`config.mk`:
```
export PLATFORM = sky130hd
export DESIGN_NAME = bba_queue
export DESIGN_NICKNAME = d
export VERILOG_FILES = /design/src/hdl/assert_macros.svh /design/src/hdl/bba_pkg.sv /design/src/hdl/bba_queue.sv
export SDC_FILE = /design/constraint.sdc
export NUM_CORES = 1
export LEC_CHECK = 0
export BUFFER_PORTS_ARGS = -buffer_cell sky130_fd_sc_hd__buf_4
export CAP_MARGIN = 40
export CORE_ASPECT_RATIO = 0.6
export CORE_UTILIZATION = 35
export CTS_CLUSTER_SIZE = 25
export DETAILED_ROUTE_END_ITERATION = 12
export SETUP_SLACK_MARGIN = 0.2
export SKIP_LAST_GASP = 1
export SLEW_MARGIN = 0
export SYNTH_ARGS = -nofsm -noshare
export SYNTH_HDL_FRONTEND = slang
export SYNTH_SLANG_ARGS = --single-unit
```
`constraint.sdc`:
```
create_clock -name i_clk -period 2.45 [get_ports i_clk]
set_input_delay 0.245 -clock i_clk [delete_from_list [all_inputs] [get_ports i_clk]]
set_output_delay 0.245 -clock i_clk [all_outputs]
set_load 0.05 [all_outputs]
```
`src/hdl/assert_macros.svh`:
```
// ============================================================================
// Assertion macros
// Shared helpers for the concurrent checks of the block allocator.
// ============================================================================
`ifndef ASSERT_MACROS_SVH
`define ASSERT_MACROS_SVH

// Same-cycle implication, disabled during reset.
`define BBA_ASSERT_IMP(label, clk, rst_n, ante, cons) \
    label: assert property (@(posedge clk) disable iff (!rst_n) (ante) |-> (cons)) \
        else $error("block allocator check failed");

// Next-cycle implication, disabled during reset.
`define BBA_ASSERT_NEXT(label, clk, rst_n, ante, cons) \
    label: assert property (@(posedge clk) disable iff (!rst_n) (ante) |=> (cons)) \
        else $error("block allocator check failed");

`endif

```
`src/hdl/bba_pkg.sv`:
```
// ============================================================================
// Block allocator package
// Shared widths, codes, state types and the command record.
// ============================================================================
package bba_pkg;

    localparam int DATA_W          = 20;
    localparam int BW              = 21;
    localparam int UNIT_W          = 8;
    localparam int POOL_W          = 13;
    localparam int CFG_W           = 13;
    localparam int CFG_IDX_W       = 1;
    localparam int STATUS_W        = 2;
    localparam int MAX_BLOCKS_DEF  = 4096;
    localparam int QUEUE_DEPTH     = 2;

    localparam logic [CFG_IDX_W-1:0] CFG_BLOCK_BYTES = 1'd0;
    localparam logic [CFG_IDX_W-1:0] CFG_POOL_BLOCKS = 1'd1;

    localparam logic [UNIT_W-1:0] BLOCK_BYTES_RST = 8'd8;
    localparam logic [POOL_W-1:0] POOL_BLOCKS_RST = 13'd4096;

    localparam logic [STATUS_W-1:0] ST_OK      = 2'd0;
    localparam logic [STATUS_W-1:0] ST_NOSPACE = 2'd1;
    localparam logic [STATUS_W-1:0] ST_ZERO    = 2'd2;

    localparam logic [7:0] FULL_BYTE = 8'hFF;

    typedef enum logic [1:0] {
        OP_ALLOC,
        OP_FREE,
        OP_ZERO
    } t_op;

    typedef struct packed {
        t_op               op;
        logic [DATA_W-1:0] a;   // blocks needed or blocks freed
        logic [DATA_W-1:0] b;   // first block of a free
    } t_cmd;

    typedef enum logic [1:0] {
        F_IDLE,
        F_DIV,
        F_PUSH
    } t_fstate;

    typedef enum logic [3:0] {
        S_CLR,
        S_IDLE,
        S_FIT,
        S_FREE,
        S_SC_RD,
        S_SC_BIT,
        S_MOD_RD,
        S_MOD_WR,
        S_MUL,
        S_FTAIL,
        S_WB_RD,
        S_WB_BIT,
        S_OUT
    } t_bstate;

endpackage

```
`src/hdl/bba_queue.sv`:
```
// ============================================================================
// Command queue
// Short FIFO of classified commands between the front and back ends.
// ============================================================================
module bba_queue #(
    parameter int DEPTH = bba_pkg::QUEUE_DEPTH
) (
    input  logic          i_clk,
    input  logic          i_rst_n,
    input  logic          i_push_valid,
    output logic          o_push_ready,
    input  bba_pkg::t_cmd i_push_cmd,
    output logic          o_pop_valid,
    input  logic          i_pop_ready,
    output bba_pkg::t_cmd o_pop_cmd
);

    localparam int PW = (DEPTH > 1) ? $clog2(DEPTH) : 1;
    localparam int CW = $clog2(DEPTH + 1);

    bba_pkg::t_cmd r_mem [DEPTH];
    logic [PW-1:0] r_wr, r_rd;
    logic [CW-1:0] r_cnt;
    logic          w_push, w_pop;

    assign o_push_ready = (r_cnt != CW'(DEPTH));
    assign o_pop_valid  = (r_cnt != '0);
    assign w_push       = i_push_valid && o_push_ready;
    assign w_pop        = o_pop_valid && i_pop_ready;
    assign o_pop_cmd    = r_mem[r_rd];

    always_ff @(posedge i_clk) begin
        if (!i_rst_n) begin
            r_wr  <= '0;
            r_rd  <= '0;
            r_cnt <= '0;
        end else begin
            if (w_push) begin
                r_wr <= (r_wr == PW'(DEPTH - 1)) ? '0 : r_wr + PW'(1);
            end
            if (w_pop) begin
                r_rd <= (r_rd == PW'(DEPTH - 1)) ? '0 : r_rd + PW'(1);
            end
            if (w_push && !w_pop) begin
                r_cnt <= r_cnt + CW'(1);
            end else if (w_pop && !w_push) begin
                r_cnt <= r_cnt - CW'(1);
            end
        end
        if (w_push) begin
            r_mem[r_wr] <= i_push_cmd;
        end
    end

endmodule

```
======== Yosys cells after proc, flatten, opt, wreduce, memory -nomap -nowiden ========
Memory sizes are Yosys's and may differ from the RTL's. A register that Yosys moved wholly into a read port is not among the register bits.
Index checks and enable logic that the tools add are counted.
storage, ports and cells
  memory bits (writable) .................. 84
  word-level logic and storage cells ...... 25
  output and inout port bits .............. 44
  register bits ........................... 4
  memories ................................ 1
  input port bits ......................... 46
operators by class
  add/sub/neg operators ................... 4
  reductions and logical operators ........ 8
  eq/ne operators ......................... 1
  multiplexer cells ....................... 8
memory list
  memory  depth  bits a word  read ports  clocked after Yosys merged registers in  write ports  RTL line         source
  r_mem   2      42           1           1                                        1            bba_queue.sv:21  bba_pkg::t_cmd r_mem [DEPTH];
operator list
  operator             number
  $mux 1               6
  $logic_and 1x1->1    4
  $mux 2               2
  $reduce_bool 2->1    2
  $add 1x1->1 const B  2
  $add 2x1->2 const B  1
  $logic_not 1->1      2
  $ne 2x2->1 const B   1
  $sub 2x1->2 const B  1

======== Logic depth before layout (Yosys ltp) ========
  depth in word-level cells ............... 6
  mapped depth ............................ 6
  mapped depth without buffers ............ 6

======== Worst setup path before layout ========
No wires, ideal clock.
  kind .................................... register to register
  from .................................... register r_cnt[0]
  to ...................................... memory r_mem[1][0] (netlist bit) (enable)
  stages on the path, launching flop included .. 3
  path buffers ............................ 0
  data required time ...................... 2.046 ns
  library setup time ...................... 0.404 ns
  path slack .............................. 0.307 ns
  clock period less this slack ............ 2.143 ns
  data arrival time ....................... 1.739 ns
  cell sequence ........................... dfxtp_1 -> nand2b_4 -> and3_1
on the way
  cells in the longest elaborated chain, start to end .. 4
RTL lines
  element                       RTL line         source
  from (decl)                   bba_queue.sv:23  logic [CW-1:0] r_cnt;
  from (signal assigned)        bba_queue.sv:45  r_cnt <= r_cnt + CW'(1);
  from (signal assigned)        bba_queue.sv:47  r_cnt <= r_cnt - CW'(1);
  $ne 2x2->1                    bba_queue.sv:26  assign o_push_ready = (r_cnt != CW'(DEPTH));
  via o_push_ready              bba_queue.sv:11  output logic o_push_ready,
  $logic_and 1x1->1             bba_queue.sv:28  assign w_push = i_push_valid && o_push_ready;
  $mux 1                        bba_queue.sv:50  if (w_push) begin
  $mux 1 (not written as such)  bba_queue.sv:51  r_mem[r_wr] <= i_push_cmd;
  to (decl)                     bba_queue.sv:21
The timed path passes the listed nets, and every way through them passes these cells.

==> flow_summary.ini <==
[run_status]
status = finished clean

[power_and_ir_drop]
vdd_ir_drop_max_mv = 0.4921
powerDensity_nw_per_um2 = 1169
leakagePower_nw = 1.628
power_mw = 5.119

[logic_synthesis]
synth_flop_cell = edfxtp_1
synthTopCellsByArea = edfxtp_1, mux2_2, dfxtp_1
ys_ff_latch = 89
synth_compound_area_frac = 0.01074
synth_top_family_by_area = multiplexers
synth_mux_area_frac = 0.1449
synthAdderAreaFrac = 0.003834
postSynthAreaPerCell_um2 = 21.05
synth_top_area_frac = 0.7730
ys_seq_area_frac = 0.8037
postSynthCellCount = 155
syn-num-nets = 202
synth-xor-area-share = 0.008052
synth_edf_count = 84
yosysMostFrequentCell = edfxtp_1
synth_area_um2 = 3263
yosysUniqueCellTypes = 19
synth_common_cells = edfxtp_1, mux2_2, buf_2, dfxtp_1, and2_1
synthArstFlopShare = 0
synthSimpleGateAreaFrac = 0.01994
yosysWarnings = 0
synth_top_area_cell = edfxtp_1

[place]
dp_hpwl_mm = 4.242
gp_congestion = 0.6736
numPortBuffers = 89

[routing]
dr.first_iter.drc_count = 65
top_layer = met4
viasPerCell = 4.491
wl_met2_mm = 2.573
dr.pass1.iters = 4
dr_wl_met3_um = 693
drt_wl_total_mm = 6.190
vias = 1666
ant_nets = 0
met1Wirelength_mm = 2.892
drc_errors = 0
wl_per_cell_um = 16.68

[die]
num_rows = 26
core_area_um2 = 8783
die_area_um2 = 9726
start_util = 0.3715
ios = 90
dieWidth_um = 126.7
die_y_um = 76.79

[finish]
area_growth_pct = 34.16
nets = 302
utilization = 0.4984
post_route_cells_drive_above_1_share = 0.5946
n_antenna_cell = 0

[sta]
rsz0062_at_grt = false
drv_slew = 0
fin_worst_skew_ns = 0.006201
fin_setup_tns_ns = 0
finalCritPeriodShare = 0.8320
fin_crit_ns = 2.038
worst_slew_pin_slew_ns = 0.4743
hold_violations = 0
setup-violations-final = 0
fmax_mhz = 490.6
slew_headroom = 0.6838

[worst_setup_path]
end_kind = primary output
worst-setup-path-type = reg -> out
cp.required_ns = 2.20
startpoint_type = flip-flop
cp.arrival_ns = 1.79
crit_fanout = 18

[job]
cap_violations = 0

[grt]
track_usage = 0.1374
grt_pass1_wl_mm = 9.501
grt_overflow = 0
antenna_found_initial = 0
first_global_vias = 1809
grt_max_degree = 26

[cts]
hold_buffers = 0
clk_latency_ns = 0.33
cts_root_buf = clkbuf_16
cts_made_buffers = 9
cts_setup_buffers = 0
path_clk_slew_ns = 0.06
tritoncts = built
clock-sinks = 89
clockBufferDepth = 2
h-tree-depth = 3
cts_resized = 0

[hold_path]
hold_path.class = in -> reg
[routing by layer]
metal | GRT usage | vias to the layer above
li1 | - | 804
met1 | 0.1775 | 792
met2 | 0.1834 | 67
met3 | 0.08932 | 3
met4 | 0.04643 | 0
met5 | 0 | -
[worst max-delay path, stage by stage (launching register included)]
cell and delay (ns):
dfxtp_2 0.63, buf_4 0.28, mux2_2 0.36, buf_4 0.19
[power breakdown]
group          internal [mW]  switching, mW  leakage [nW]
Clock                  0.674          0.514         0.123
Sequential              1.90          0.104         0.826
Combinational          0.691           1.23         0.679
Total                   3.27           1.85          1.63
[cell families (layout without fill, tap and decap cells)]
family | Yosys count | in the layout
muxes | 42 | 42
buffers and inverters | 6 | 110
AOI/OAI and AO/OA | 5 | 5
xor gates and xnor gates | 3 | 3
adders and majority gates | 1 | 1
and+or+nand+nor | 9 | 9
DFF | 89 | 89
[worst paths after layout]
kind | from | to | slack (ns) | depth (start not counted)
worst min register to register | r_cnt[1] | r_cnt[1] | 0.55 | 2
worst max-delay path | flip-flop | o_pop_cmd[28] | 0.41 | 3
worst max register to register | r_cnt[0] | r_mem[0][37] | 0.82 | 4
worst min-delay path | i_push_cmd[7] | r_mem[1][7] | 0.09 | 1
[layout by cell type, fill, tap and decap left out]
cell and count:
clkinv_1 1, or2_2 1, o21ai_0 1, and3_2 1, ha_1 1, clkbuf_1 2, nand3b_1 1, a21bo_2 1
nand2b_4 1, dfxtp_1 4, o21ai_1 1, and2_1 4, a21boi_1 1, dfxtp_2 1, mux2_2 42, clkinvlp_4 1
buf_12 3, a21boi_0 1, xnor2_1 2, clkinv_2 2, clkbuf_16 9, or3_1 1, xor2_1 1, inv_2 1
buf_4 91, edfxtp_1 84
[area by class of cell]
type / instances / area, um2
fill: 739 / 4405
sequential: 89 / 2624
timing repair buffer: 94 / 743.2
multi-input combinational: 60 / 613.1
clock buffer: 11 / 232.7
tap: 112 / 140.1
clock inverter: 4 / 21.27
inverter: 1 / 3.754
[sequential cells by signal, summed over array words and instances (netlist names), named ones only]
register  flops
r_wr          1
r_cnt         2
r_mem        84
r_rd          1
[metrics by stage]
stage / instance area [um2] / setup slack [ns] / hold WS, ns / instances
global placement: 4124 / 0.7948 / 0.4303 / 356
floorplan: 3263 / 0.3069 / 0.3439 / 155
finish: 4378 / 0.4117 / 0.09369 / 371
detailed placement: 4124 / 0.7519 / 0.4326 / 356
CTS: 4378 / 0.3765 / 0.07575 / 371
global route: 4378 / 0.3356 / 0.07022 / 371
Note: power is estimated with default switching activity, not from simulation.
