==> config.mk <==
export PLATFORM = sky130hd
export DESIGN_NAME = bba_front
export DESIGN_NICKNAME = d
export VERILOG_FILES = /design/src/hdl/assert_macros.svh /design/src/hdl/bba_pkg.sv /design/src/hdl/bba_front.sv
export SDC_FILE = /design/constraint.sdc
export NUM_CORES = 1
export LEC_CHECK = 0
export BUFFER_PORTS_ARGS = -buffer_cell sky130_fd_sc_hd__buf_2
export CAP_MARGIN = 0
export CORE_MARGIN = 10
export CORE_UTILIZATION = 45
export DETAILED_ROUTE_END_ITERATION = 6
export MAX_ROUTING_LAYER = met4
export PLACE_DENSITY = 0.73
export SYNTH_ARGS = -nofsm -noshare
export SYNTH_HDL_FRONTEND = slang
export SYNTH_SLANG_ARGS = --single-unit
export TNS_END_PERCENT = 50
==> constraint.sdc <==
create_clock -name i_clk -period 2.9 [get_ports i_clk]
set_input_delay 0.29 -clock i_clk [delete_from_list [all_inputs] [get_ports i_clk]]
set_output_delay 0.29 -clock i_clk [all_outputs]
set_load 0.01 [all_outputs]
==> src/hdl/assert_macros.svh <==
// ============================================================================
// Assertion macros
// Shared helpers for the concurrent checks of the block allocator.
// ============================================================================
`ifndef ASSERT_MACROS_SVH
`define ASSERT_MACROS_SVH

// Same-cycle implication, disabled during reset.
`define BBA_ASSERT_IMP(label, clk, rst_n, ante, cons) \
    label: assert property (@(posedge clk) disable iff (!rst_n) (ante) |-> (cons)) \
        else $error("block allocator check failed");

// Next-cycle implication, disabled during reset.
`define BBA_ASSERT_NEXT(label, clk, rst_n, ante, cons) \
    label: assert property (@(posedge clk) disable iff (!rst_n) (ante) |=> (cons)) \
        else $error("block allocator check failed");

`endif

==> src/hdl/bba_pkg.sv <==
// ============================================================================
// Block allocator package
// Shared widths, codes, state types and the command record.
// ============================================================================
package bba_pkg;

    localparam int DATA_W          = 20;
    localparam int BW              = 21;
    localparam int UNIT_W          = 8;
    localparam int POOL_W          = 13;
    localparam int CFG_W           = 13;
    localparam int CFG_IDX_W       = 1;
    localparam int STATUS_W        = 2;
    localparam int MAX_BLOCKS_DEF  = 4096;
    localparam int QUEUE_DEPTH     = 2;

    localparam logic [CFG_IDX_W-1:0] CFG_BLOCK_BYTES = 1'd0;
    localparam logic [CFG_IDX_W-1:0] CFG_POOL_BLOCKS = 1'd1;

    localparam logic [UNIT_W-1:0] BLOCK_BYTES_RST = 8'd8;
    localparam logic [POOL_W-1:0] POOL_BLOCKS_RST = 13'd4096;

    localparam logic [STATUS_W-1:0] ST_OK      = 2'd0;
    localparam logic [STATUS_W-1:0] ST_NOSPACE = 2'd1;
    localparam logic [STATUS_W-1:0] ST_ZERO    = 2'd2;

    localparam logic [7:0] FULL_BYTE = 8'hFF;

    typedef enum logic [1:0] {
        OP_ALLOC,
        OP_FREE,
        OP_ZERO
    } t_op;

    typedef struct packed {
        t_op               op;
        logic [DATA_W-1:0] a;   // blocks needed or blocks freed
        logic [DATA_W-1:0] b;   // first block of a free
    } t_cmd;

    typedef enum logic [1:0] {
        F_IDLE,
        F_DIV,
        F_PUSH
    } t_fstate;

    typedef enum logic [3:0] {
        S_CLR,
        S_IDLE,
        S_FIT,
        S_FREE,
        S_SC_RD,
        S_SC_BIT,
        S_MOD_RD,
        S_MOD_WR,
        S_MUL,
        S_FTAIL,
        S_WB_RD,
        S_WB_BIT,
        S_OUT
    } t_bstate;

endpackage

==> src/hdl/bba_front.sv <==
// ============================================================================
// Allocator front end
// Accepts requests and turns byte sizes and offsets into block counts.
// ============================================================================
module bba_front (
    input  logic                        i_clk,
    input  logic                        i_rst_n,
    input  logic [bba_pkg::UNIT_W-1:0]  i_unit,
    input  logic                        i_clearing,
    input  logic                        i_valid,
    output logic                        o_ready,
    input  logic                        i_kind,
    input  logic [bba_pkg::DATA_W-1:0]  i_size_bytes,
    input  logic [bba_pkg::DATA_W-1:0]  i_offset,
    output logic                        o_cmd_valid,
    input  logic                        i_cmd_ready,
    output bba_pkg::t_cmd               o_cmd
);

    localparam int DW    = bba_pkg::DATA_W;
    localparam int UW    = bba_pkg::UNIT_W;
    localparam int CNT_W = $clog2(DW);

    bba_pkg::t_fstate r_state, n_state;
    bba_pkg::t_cmd    r_cmd, n_cmd;
    logic             r_kind, n_kind;
    logic             r_phase, n_phase;
    logic [DW-1:0]    r_off, n_off;
    logic [DW-1:0]    r_dvd, n_dvd;
    logic [UW-1:0]    r_rem, n_rem;
    logic [CNT_W-1:0] r_cnt, n_cnt;

    logic [UW:0]      w_trial;
    logic             w_qbit;
    logic [DW-1:0]    w_dvd;
    logic [DW-1:0]    w_quot;

    // One quotient bit per cycle, restoring division of (x - 1) by the unit.
    assign w_trial = {r_rem, r_dvd[DW-1]};
    assign w_qbit  = (w_trial >= {1'b0, i_unit});
    assign w_dvd   = {r_dvd[DW-2:0], w_qbit};
    assign w_quot  = w_dvd + DW'(1);

    always_ff @(posedge i_clk) begin
        if (!i_rst_n) begin
            r_state <= bba_pkg::F_IDLE;
        end else begin
            r_state <= n_state;
        end
        r_cmd   <= n_cmd;
        r_kind  <= n_kind;
        r_phase <= n_phase;
        r_off   <= n_off;
        r_dvd   <= n_dvd;
        r_rem   <= n_rem;
        r_cnt   <= n_cnt;
    end

    always_comb begin
        n_state     = r_state;
        n_cmd       = r_cmd;
        n_kind      = r_kind;
        n_phase     = r_phase;
        n_off       = r_off;
        n_dvd       = r_dvd;
        n_rem       = r_rem;
        n_cnt       = r_cnt;
        o_ready     = 1'b0;
        o_cmd_valid = 1'b0;
        case (r_state)
            bba_pkg::F_IDLE: begin
                o_ready = !i_clearing;
                if (i_valid && !i_clearing) begin
                    n_kind  = i_kind;
                    n_off   = i_offset;
                    n_cmd.a = '0;
                    n_cmd.b = '0;
                    n_cmd.op = i_kind ? bba_pkg::OP_FREE : bba_pkg::OP_ALLOC;
                    if (i_size_bytes == '0) begin
                        n_cmd.op = bba_pkg::OP_ZERO;
                        n_state  = bba_pkg::F_PUSH;
                    end else begin
                        n_dvd   = i_size_bytes - DW'(1);
                        n_rem   = '0;
                        n_cnt   = '0;
                        n_phase = 1'b0;
                        n_state = bba_pkg::F_DIV;
                    end
                end
            end
            bba_pkg::F_DIV: begin
                n_dvd = w_dvd;
                n_rem = w_qbit ? UW'(w_trial - {1'b0, i_unit}) : UW'(w_trial);
                n_cnt = r_cnt + CNT_W'(1);
                if (r_cnt == CNT_W'(DW - 1)) begin
                    if (!r_phase) begin
                        n_cmd.a = w_quot;
                        if (!r_kind || r_off == '0) begin
                            n_state = bba_pkg::F_PUSH;
                        end else begin
                            n_dvd   = r_off - DW'(1);
                            n_rem   = '0;
                            n_cnt   = '0;
                            n_phase = 1'b1;
                        end
                    end else begin
                        n_cmd.b = w_quot;
                        n_state = bba_pkg::F_PUSH;
                    end
                end
            end
            bba_pkg::F_PUSH: begin
                o_cmd_valid = 1'b1;
                if (i_cmd_ready) begin
                    n_state = bba_pkg::F_IDLE;
                end
            end
            default: begin
                n_state = bba_pkg::F_IDLE;
            end
        endcase
    end

    assign o_cmd = r_cmd;

endmodule

* Yosys cells after proc, flatten, opt, wreduce, memory -nomap -nowiden
Cells that the tools add are included.
Word-level totals: memory bits (read-only) 0, output and inout bits 44, memories kept 0, latch bits 0, register bits after elaboration 99, RAM bits 0, word-level logic and storage cells 80
Operators by class: bitwise logic cells 0, divide/modulo/power cells 0, $mul 0, add/sub/neg operators 5, magnitude comparators 1, eq/ne operators 10, shift operators 0, reductions and logical operators 14, multiplexer cells 40
Operators with widths (count):
- $mux W20 | 7
- $mux W40 | 2
- $pmux W40 S2 | 1
- $mux W8 | 6
- $logic_not A20 Y1 | 2
- $pmux W20 S2 | 1
- $sub A20 B1 Y20 const B | 2
- $mux W5 | 5
- $add A20 B1 Y20 const B | 1
- $pmux W8 S2 | 1
- $reduce_and A4 Y1 | 4
- $mux W2 | 6
- $ne A2 B2 Y1 const B | 6
- $pmux W5 S2 | 1
- $ge A9 B8 Y1 | 1
- $mux W1 | 8
- $sub A8 B8 Y8 | 1
- $pmux W2 S3 | 1
- $add A5 B1 Y5 const B | 1
- $eq A5 B5 Y1 const B | 1
- $ne A3 B3 Y1 const B | 1
- $reduce_and A3 Y1 | 1
- $eq A2 B1 Y1 const B | 1
- $eq A2 B2 Y1 const B | 1
- 7 further kinds | 8

* Logic depth before layout (Yosys ltp)
Gate-level depths: netlist (run 1).
depth in word-level cells 6, mapped depth 12, mapped depth without buffers 11

* Least setup slack after synthesis (run 1)
OpenSTA, ideal clock, no wires.
path kind input port to flip-flop, from in i_size_bytes[0] (netlist name), to reg r_cnt[0], enable pin, required time 2.477 ns, buffers on the path 0, stages 7, data arrival time 2.552 ns, library setup time 0.423 ns, slack -0.075 ns, cells stage by stage inv_1 ha_1 nor3b_1 nand4_1 or3_1 a31oi_1 nor2_1
Between the ends: cells in the longest elaborated chain, start to end 3
RTL lines:
- start: declaration | RTL line bba_front.sv:13 | input logic [bba_pkg::DATA_W-1:0] i_size_bytes,
- $logic_not A20 Y1 | RTL line bba_front.sv:79 | if (i_size_bytes == '0) begin
- $ne A2 B2 Y1 (no source line)
- $reduce_and A3 Y1 (no source line)
- end signal: assignment | RTL line bba_front.sv:56 | r_cnt <= n_cnt;
- end: declaration | RTL line bba_front.sv:31 | logic [CNT_W-1:0] r_cnt, n_cnt;
No other way between the ends. A chain may end at the register's enable or synchronous reset.

* Final worst setup path (run 1)
from reg r_rem[1], to reg r_cmd, in the netlist o_cmd[18] (data pin)
Between the ends: cells in the longest elaborated chain, start to end 5
RTL lines:
- start: declaration | RTL line bba_front.sv:30 | logic [UW-1:0] r_rem, n_rem;
- start signal: assignment | RTL line bba_front.sv:55 | r_rem <= n_rem;
- $ge A9 B8 Y1 | RTL line bba_front.sv:40 | assign w_qbit = (w_trial >= {1'b0, i_unit});
- $add A20 B1 Y20 | RTL line bba_front.sv:42 | assign w_quot = w_dvd + DW'(1);
- $mux W20 | RTL line bba_front.sv:96 | if (!r_phase) begin
- $mux W40 | RTL line bba_front.sv:95 | if (r_cnt == CNT_W'(DW - 1)) begin
- $pmux W40 S2 | RTL line bba_front.sv:70 | case (r_state)
- end signal: assignment | RTL line bba_front.sv:50 | r_cmd <= n_cmd;
- end: declaration | RTL line bba_front.sv:25 | bba_pkg::t_cmd r_cmd, n_cmd;
No other way between the ends. The select of a mux whose other input is x is not followed.

==> reports/results.tsv, run 1 <==
stage	metric	value	unit
status	status	finished clean	
power	p_sw_share	26.36	%
route	drc_errors	0	
synthesis	async_flop_share	0	%
floorplanning	ioPinCount	98	
sta	relSlewSlack	56.46	%
min_path	hold_path_end	r_off[19]	
sta	period_minus_slack	2.693	ns
cts	clockBufferDepth	2	
sta	setup_slack	0.2068	ns
finish	mostFrequentLayoutCells	buf_2, edfxtp_1, nor2_1, nand2_1, xnor2_1	
place	dp_slack	0.2302	ns
power	clkPwrFrac	34.1	%
finish	regArea	2953	um2
grt	first_global_vias	4218	
finish	final_area	6490	um2
grt	grt_start_max_net_pins	34	
job	cap_viol_max_count	0	
min_path	hold_start	i_offset[19]	
synthesis	synth_top_flop_cell	edfxtp_1	
finish	multiInputGateArea	2342	um2
critical_path	critical_path_class	reg2reg	
route	ant_nets	0	
floorplanning	start_util	45.62	%
cts	cts_tree	done	
power	power_frac_comb	15.6	%
synthesis	netlist_area	5456	um2
cts	htreeDepth	3	
cts	cts.sinks	99	
synthesis	yosysSeqAreaShare	54.12	%
synthesis	syn_nets	556	
cts	clock_latency	0.35	ns
route	wl_per_cell	17.65	um
place	dp_hpwl	10.11	mm
critical_path	rr_endpoint	o_cmd[18]	
critical_path	worstPathArrival	2.76	ns
route	vias	4254	
floorplanning	die_x	130.1	um
place	gp_congestion	0.9129	
power	internal_power	2.605	mW
route	vias_per_cell	5.642	
sta	fin_tns_setup	0	ns
critical_path	critPathMaxFanout	6	
place	dp.cells	732	
grt	antenna_found_initial	3	
critical_path	reg2reg_slack	0.21	ns
finish	drive_above_1_share	24.79	%
power	powerDensity	545.1	nW/um2
grt	gr-total-overflow	0	
cts	path_clk_slew	0.07	ns
finish	syn_to_final_growth	18.94	%
power	pwr-share-seq	50.4	%
grt	grt_pass1_wl	21.09	mm
critical_path	endpoint_kind	register	
sta	skew	0.006414	ns
critical_path	start_kind	register	
cts	hold_buffers	0	
finish	stdcell_count	754	
synthesis	ys_types	63	
finish	nets	664	
min_path	hold_depth	1	
sta	max_freq	0.3713	GHz
synthesis	synth_edf_count	97	
sta	worstMarginPinSlew	0.6472	ns
route	dr.pass1.iters	5	
grt	track_usage	16.18	%
power	switchingPower	0.9326	mW
floorplanning	fp.dieH	130.1	um
sta	rsz0062_at_grt	false	
synthesis	syn_area_per_cell	11.18	um2
sta	fin_crit_sh	92.87	%
place	dpl_cell_area	6177	um2
sta	drv_slew	0	
sta	finalSetupViolCount	0	
finish	fillers	1028	
floorplanning	die_area	16930	um2
cts	cts_root_buffer	clkbuf_16	
synthesis	ys_ff_latch	99	
critical_path	rr_worst_depth	10	
place	io_buffers	97	
synthesis	netlist_instances	488	
synthesis	synth_warnings	0	
sta	finalHoldViolCount	0	
power	ir_drop	0.0003573	V
power	p_leak	2.424	nW
critical_path	r2r_start	r_rem[1]	
route	routed_wl	13.31	mm
route	drt_iter0_markers	387	
floorplanning	rows	40	
sta	whs	0.1118	ns
floorplanning	core	11960	um2
min_path	hold_path.class	in2reg	
critical_path	worstPathRequired	2.97	ns
cts	numCtsBuffers	9	
registers in the layout, summed over array words and instances, names as in the netlist:
name	flops
o_cmd	42
r_cnt	5
r_dvd	20
r_kind	1
r_off	20
r_phase	1
r_rem	8
r_state	2
worst max-delay path, cell delays in order (launching register included):
cell and delay, ns:
edfxtp_1 0.39, ha_1 0.40, nand3_1 0.12, or3_1 0.39, and2_1 0.17, nand2_1 0.08, ha_1 0.25, and3_1 0.27
nand4_1 0.13, xor2_1 0.15, nor2_1 0.07
synthesized netlist by cell type (5+ instances only):
master,n,share of area (%)
inv_1,20,1.4
edfxtp_1,97,53
xor2_1,15,2.4
nand3_1,22,2.0
clkbuf_1,8,0.55
xnor2_1,26,4.2
nor4_1,7,0.80
nor3_1,19,1.7
and3_1,5,0.57
a21oi_1,22,2.0
nor2_1,46,3.2
o31a_1,5,0.80
a31oi_1,6,0.69
nand2b_1,11,1.3
ha_1,13,3.0
nor2b_1,5,0.57
nand4_1,12,1.4
o211ai_1,6,0.83
or3_1,9,1.0
mux2i_1,14,2.6
o21ai_0,16,1.5
nand2_1,31,2.1
per-stage QoR:
stage               utilization [%]  power, mW
floorplan                         -      2.150
detailed placement            51.64      2.359
finish                        54.26      3.537
global route                  54.19      3.690
global placement              51.64      2.334
CTS                           54.11      3.551
worst max path at each step:
| stage | slack, ns | start | endpoint |
|---|---|---|---|
| 2_1_floorplan | 0.08 | r_rem[1] | o_cmd[10] |
| 3_3_place_gp | 0.28 | i_unit[4] | o_cmd[18] |
| 3_5_place_dp | 0.23 | i_unit[2] | o_cmd[18] |
| 4_1_cts | 0.23 | r_rem[1] | o_cmd[18] |
| 5_1_grt | 0.006 | r_rem[3] | o_cmd[18] |
| 6_report | 0.21 | r_rem[1] | o_cmd[18] |
final cells by class:
class	instances	area share [%]
diodes	6	0.2313
clock inverters	6	1.022
repair buffers	114	9.639
flip-flops and latches	99	45.50
well taps	147	2.834
multi-input cells	352	36.09
inverters	20	1.157
clock buffers	10	3.528
power by group through the flow:
| stage | Sequential [mW] | Clock (mW) | Combinational (mW) |
|---|---|---|---|
| after detailed placement | 1.81 | 0 | 0.548 |
| final | 1.78 | 1.20 | 0.551 |
| after CTS | 1.78 | 1.22 | 0.550 |
| after global routing | 1.79 | 1.28 | 0.615 |
| after global placement | 1.81 | 0 | 0.527 |
| after floorplan | 1.81 | 0 | 0.342 |
per-layer routing:
metal  vias up  global-route usage (%)  wire length, um
met3        24                   4.422              945
met1      2035                   19.18             5742
met4         0                   6.481              250
met5         -                       -                0
li1       2063                       -                -
met2       132                   25.70             6371
logic make-up (layout without fill, tap and decap cells):
logic type               after synthesis  in the layout  share of synthesized area (%)
adder cells (fa/ha/maj)               14             14                          3.348
XOR/XNOR                              41             41                          6.581
other                                  0              6                              0
AO/OA/AOI/OAI                         87             87                          10.85
AND/OR/NAND/NOR                      195            195                          19.19
flip-flops                            99             99                          54.12
multiplexers                          15             15                          2.774
buffers and inverters                 37            150                          3.141
timing repair:
action	in CTS	in global routing
setup buffers	0	0
endpoints found under the setup margin	0	4
resized for setup	0	2
No activity file was read; power rests on OpenSTA's default activity.
==> inputs of run 2 (changes only) <==
--- a/config.mk
+++ b/config.mk
@@ -5,7 +5,7 @@
 export SDC_FILE = /design/constraint.sdc
 export NUM_CORES = 1
 export LEC_CHECK = 0
-export BUFFER_PORTS_ARGS = -buffer_cell sky130_fd_sc_hd__buf_2
+export BUFFER_PORTS_ARGS = -buffer_cell sky130_fd_sc_hd__buf_4
 export CAP_MARGIN = 0
 export CORE_MARGIN = 10
 export CORE_UTILIZATION = 45
==> run 2 against run 1 <==
Die area did not move. Hold slack got worse by 0.0055 ns. Largest cell class unchanged. Largest power group unchanged. Routed wire length rose by 0.75%. Critical path depth fell by 1. Clock power fell by 5%.
==> reports/results.tsv, run 2 (synthesis gave the netlist of run 1 again) <==
stage	metric	value	unit
status	status	finished clean	
critical_path	cp_slowest_cell	ha_1	
power	p_leak	2.483	nW
critical_path	reg2reg_slack	0.23	ns
grt	grt_pass1_wl	20.93	mm
finish	antenna-diode-count	0	
route	dr.pass1.iters	5	
critical_path	worstPathArrival	2.86	ns
place	dp_hpwl	10.29	mm
sta	finalSetupViolCount	0	
floorplanning	core	11960	um2
finish	syn_to_final_growth	22.75	%
critical_path	worstPathRequired	3.09	ns
critical_path	critPathMaxFanout	6	
grt	antenna_found_initial	0	
grt	gr-total-overflow	0	
cts	cts_tree	done	
sta	max_freq	0.3752	GHz
floorplanning	start_util	45.62	%
power	powerDensity	523.7	nW/um2
route	drt_iter0_markers	415	
grt	first_global_vias	4158	
job	cap_viol_max_count	0	
sta	rsz0062_at_grt	false	
route	vias	4241	
critical_path	critical_path_class	reg2reg	
finish	layout_commonest_cell	buf_4	
critical_path	rr_worst_depth	9	
finish	drive_above_1_share	24.83	%
cts	cts_resized	0	
finish	mostFrequentLayoutCells	buf_4, edfxtp_1, nor2_1, nand2_1, xnor2_1	
cts	cts.sinks	99	
sta	period_minus_slack	2.665	ns
route	ant_nets	0	
finish	nets	664	
route	drc_errors	0	
critical_path	endpoint_kind	register	
grt	track_usage	16.20	%
sta	worstMarginPinSlew	0.7155	ns
route	routed_wl	13.41	mm
sta	skew	0.009094	ns
finish	stdcell_count	747	
floorplanning	die_x	130.1	um
floorplanning	die_area	16930	um2
floorplanning	fp.dieH	130.1	um
critical_path	rr_endpoint	o_cmd[34]	
floorplanning	rows	40	
critical_path	r2r_start	r_rem[3]	
cts	cts_root_buffer	clkbuf_16	
cts	path_clk_slew	0.07	ns
route	vias_per_cell	5.677	
critical_path	critPathLaunch	r_rem[3]	
cts	numCtsBuffers	9	
min_path	hold_start	i_offset[5]	
cts	clockBufferDepth	2	
power	finalPower	3.508	mW
power	ir_drop	0.0002879	V
sta	fin_tns_setup	0	ns
finish	final_area	6698	um2
route	wl_per_cell	17.95	um
sta	drv_slew	0	
place	dpl_cell_area	6420	um2
cts	cts_setup_buffers	0	
place	gp_congestion	0.9029	
place	dp.cells	732	
min_path	hold_depth	1	
sta	finalHoldViolCount	0	
min_path	hold_path.class	in2reg	
place	io_buffers	97	
finish	largest_reg_flops	42	
critical_path	max_stage_delay	0.40	ns
critical_path	start_kind	register	
grt	grt_start_max_net_pins	34	
cts	hold_buffers	0	
sta	relSlewSlack	52.30	%
cts	htreeDepth	3	
cts	clock_latency	0.36	ns
sta	fin_crit_sh	91.91	%
critical_path	crit_chain	ha_1 > nand3_1 > or3_1 > and2_1 > nand2_1 > ha_1 > nand4_1 > or3_1 > a21oi_1	
critical_path	critPathCapture	o_cmd[34]	
floorplanning	ioPinCount	98	
run 2: cell types whose count changed in the layout (fill, tap and decap cells not counted), moves of 2 or more:
| cell | previous run | this run |
|---|---|---|
| buf_2 | 97 | 0 |
| buf_4 | 16 | 113 |
| clkinv_2 | 2 | 0 |
| clkinv_4 | 3 | 1 |
| clkinvlp_4 | 0 | 3 |
| diode_2 | 6 | 0 |
run 2: where the power goes:
| group | total, mW | internal [mW] | switching (mW) |
|---|---|---|---|
| clock network | 1.14 | 0.587 | 0.550 |
| registers | 1.78 | 1.71 | 0.0782 |
| logic | 0.586 | 0.263 | 0.323 |
run 2: worst min-delay path by stage:
stage / to / slack (ns)
6_report: r_off[5] / 0.11
5_1_grt: r_off[0] / 0.1
4_1_cts: r_off[18] / 0.10
3_5_place_dp: r_off[19] / 0.47
3_3_place_gp: r_off[15] / 0.47
2_1_floorplan: r_kind / 0.39
run 2: per-layer routing:
layer | part of all wire (%) | global-route usage (%)
met5 | 0 | -
met4 | 2.2 | 6.217
met3 | 7.9 | 4.665
met2 | 48 | 25.61
met1 | 42 | 19.22
run 2: layout make-up:
type	instances	area (um2)
clock inverter	6	51.30
tap	147	183.9
clock buffer	9	225.2
inverter	20	75.07
fill	989	5264
multi-input combinational	352	2341
sequential	99	2953
timing repair buffer	114	868.3
run 2: critical path: cells and delay by family (launching register included):
family,cells,cell delay (ns)
AND/OR/NAND/NOR,6,1.27
adder cells (fa/ha/maj),2,0.65
flip-flops,1,0.39
AO/OA/AOI/OAI,1,0.19
run 2: metrics by stage:
stage / hold slack [ns] / setup slack [ns] / util [%]
final: 0.1063 / 0.2346 / 55.99
after global routing: 0.09829 / 0.01863 / 55.99
after CTS: 0.1024 / 0.2374 / 55.98
after detailed placement: 0.4695 / 0.2431 / 53.67
after global placement: 0.4686 / 0.2957 / 53.67
after floorplan: 0.3889 / 0.07822 / -
==> inputs of run 3 (changes only) <==
--- a/config.mk
+++ b/config.mk
@@ -5,6 +5,7 @@
 export SDC_FILE = /design/constraint.sdc
 export NUM_CORES = 1
 export LEC_CHECK = 0
+export ABC_AREA = 1
 export BUFFER_PORTS_ARGS = -buffer_cell sky130_fd_sc_hd__buf_4
 export CAP_MARGIN = 0
 export CORE_MARGIN = 10
==> run 3 against run 2 <==
Non-clock buffer count shrank 9. Clock-buffer cell count unchanged. Clock power increased by 15%. Flip-flop and latch count did not move. Maximum frequency grew 0.90%. Setup slack better by 0.024 ns. Die area up 2.8%. Cell area grew 3.7%. Register-to-register slack improved by 0.02 ns. Critical path depth up 8. Via count grew 9.1%. Hold slack improved by 0.0030 ns. Largest cell class unchanged. Highest routed layer unchanged.
==> reports/results.tsv, run 3 <==
stage	metric	value	unit
status	status	finished clean	
cts	cts.sinks	99	
synthesis	synth_edf_count	97	
critical_path	crit_chain	ha_4 > nand2_1 > nor2_1 > nand2_1 > nand3_2 > nand2_2 > nand2_4 > ha_1 > nand2_1 > nor2_4 > nand2_1 > nor2_2 > nand2_2 > nor2_2 > nand2_1 > o21ai_1 > a21oi_1	
synthesis	synthTopCellsByCount	nand2_1, edfxtp_1, nand3_1, nor2_1, inv_1	
finish	largest_reg_flops	42	
critical_path	critPathMostFrequentCell	nand2_1	
synthesis	ys_types	39	
place	dp_slack	0.1634	ns
power	ir_drop	0.0004708	V
synthesis	synth_top_flop_cell	edfxtp_1	
finish	drive_above_1_share	22.07	%
critical_path	cp_slowest_cell	edfxtp_1	
cts	cts_tree	done	
synthesis	async_flop_share	0	%
cts	clockBufferDepth	2	
synthesis	netlist_instances	629	
cts	clock_latency	0.36	ns
synthesis	yosysSeqAreaShare	52.39	%
min_path	hold_depth	1	
cts	numCtsBuffers	9	
power	p_leak	2.930	nW
place	gp_congestion	0.8673	
sta	finalHoldViolCount	0	
route	dr.pass1.iters	6	
power	finalPower	7.164	mW
cts	cts_root_buffer	clkbuf_16	
floorplanning	die_x	131.9	um
critical_path	critPathBufInv	0	
synthesis	netlist_area	5637	um2
sta	skew	0.007930	ns
cts	path_clk_slew	0.07	ns
synthesis	syn_nets	697	
grt	grt_start_max_net_pins	56	
critical_path	endpoint_kind	register	
grt	first_global_vias	4555	
sta	period_minus_slack	2.642	ns
critical_path	worst_path_dominant_cell_family	simple AND/OR/NAND/NOR gates	
grt	antenna_found_initial	0	
critical_path	rr_worst_depth	17	
floorplanning	rows	40	
grt	gr-total-overflow	0	
sta	drv_slew	0	
grt	track_usage	16.58	%
route	drt_iter0_markers	425	
critical_path	max_stage_delay	0.43	ns
synthesis	syn_area_per_cell	8.961	um2
finish	final_area	6947	um2
sta	whs	0.1092	ns
sta	relSlewSlack	34.30	%
finish	syn_to_final_growth	23.24	%
floorplanning	ioPinCount	98	
synthesis	ys_ff_latch	99	
route	vias_per_cell	5.129	
route	wl_per_cell	15.51	um
sta	worstMarginPinSlew	0.9844	ns
finish	antenna-diode-count	0	
synthesis	synth_most_common_cell	nand2_1	
place	dp_hpwl	10.77	mm
critical_path	critical_path_class	reg2reg	
power	powerDensity	1031	nW/um2
cts	htreeDepth	3	
floorplanning	core	12160	um2
synthesis	synthTopCellsByArea	edfxtp_1, nand3_1, nand2_1	
finish	layout_commonest_cell	nand2_1	
route	vias	4626	
sta	max_freq	0.3786	GHz
place	dpl_cell_area	6549	um2
sta	finalSetupViolCount	0	
job	cap_viol_max_count	0	
cts	hold_buffers	0	
place	io_buffers	97	
synthesis	synth_top_area_share	51.68	%
synthesis	yosysTopAreaCell	edfxtp_1	
critical_path	critPathMaxFanout	7	
critical_path	worstPathArrival	2.74	ns
route	ant_nets	0	
critical_path	start_kind	register	
finish	mostFrequentLayoutCells	nand2_1, buf_4, edfxtp_1, nand3_1, nor2_1	
finish	nets	797	
floorplanning	die_area	17400	um2
route	drc_errors	0	
grt	grt_pass1_wl	23.13	mm
route	routed_wl	13.99	mm
critical_path	worstPathRequired	3.00	ns
synthesis	synth_warnings	0	
floorplanning	start_util	46.35	%
min_path	hold_path.class	in2reg	
floorplanning	fp.dieH	131.9	um
sta	setup_slack	0.2583	ns
sta	fin_crit_sh	91.09	%
critical_path	worst-path-stages	17	
==> run 3: metal layers <==
layer	share of wire, %	track usage, %
met3	5.0	3.468
met5	0	-
met2	47	25.90
met1	46	21.08
met4	2.3	5.192
==> run 3: cells by family after synthesis <==
group / Yosys count / synth area share, %
and+or+nand+nor: 353 / 28.37
DFF: 99 / 52.39
buffers and inverters: 87 / 6.526
AOI/OAI and AO/OA: 47 / 4.972
xor gates and xnor gates: 29 / 4.506
adders and majority gates: 14 / 3.241
==> run 3: final timing paths <==
check	slack, ns	to	from
setup reg to reg	0.26	o_cmd[36]	r_rem[2]
hold / removal	0.11	r_off[8]	i_offset[8]
hold reg to reg	0.60	r_cnt[0]	r_cnt[0]
setup / recovery	0.26	o_cmd[36]	r_rem[2]
==> run 3: per-stage QoR <==
step,TNS (ns),cells,util [%]
final,0,902,57.12
after global routing,-0.004438,902,57.12
after CTS,0,901,56.50
after detailed placement,0,885,53.85
after global placement,0,885,53.85
after floorplan,0,629,-
==> run 3: layout make-up <==
cell class / instances / area, um2
Multi-Input combinational cell: 443 / 2406
Clock inverter: 7 / 97.59
Clock buffer: 9 / 225.2
Timing Repair Buffer: 105 / 788.3
Fill cell: 1092 / 5215
Tap cell: 168 / 210.2
Inverter: 71 / 266.5
Sequential cell: 99 / 2953
==> run 3: power by group <==
group	switching, mW	internal [mW]	leakage [nW]
registers	0.375	2.51	0.959
logic	1.86	1.11	1.82
clock network	0.545	0.762	0.154
total	2.78	4.38	2.93
==> run 3: timing repair <==
action | 4_1_cts | 5_1_grt
setup endpoints to repair | 0 | 8
gates resized for setup | 0 | 11
setup buffers | 0 | 1
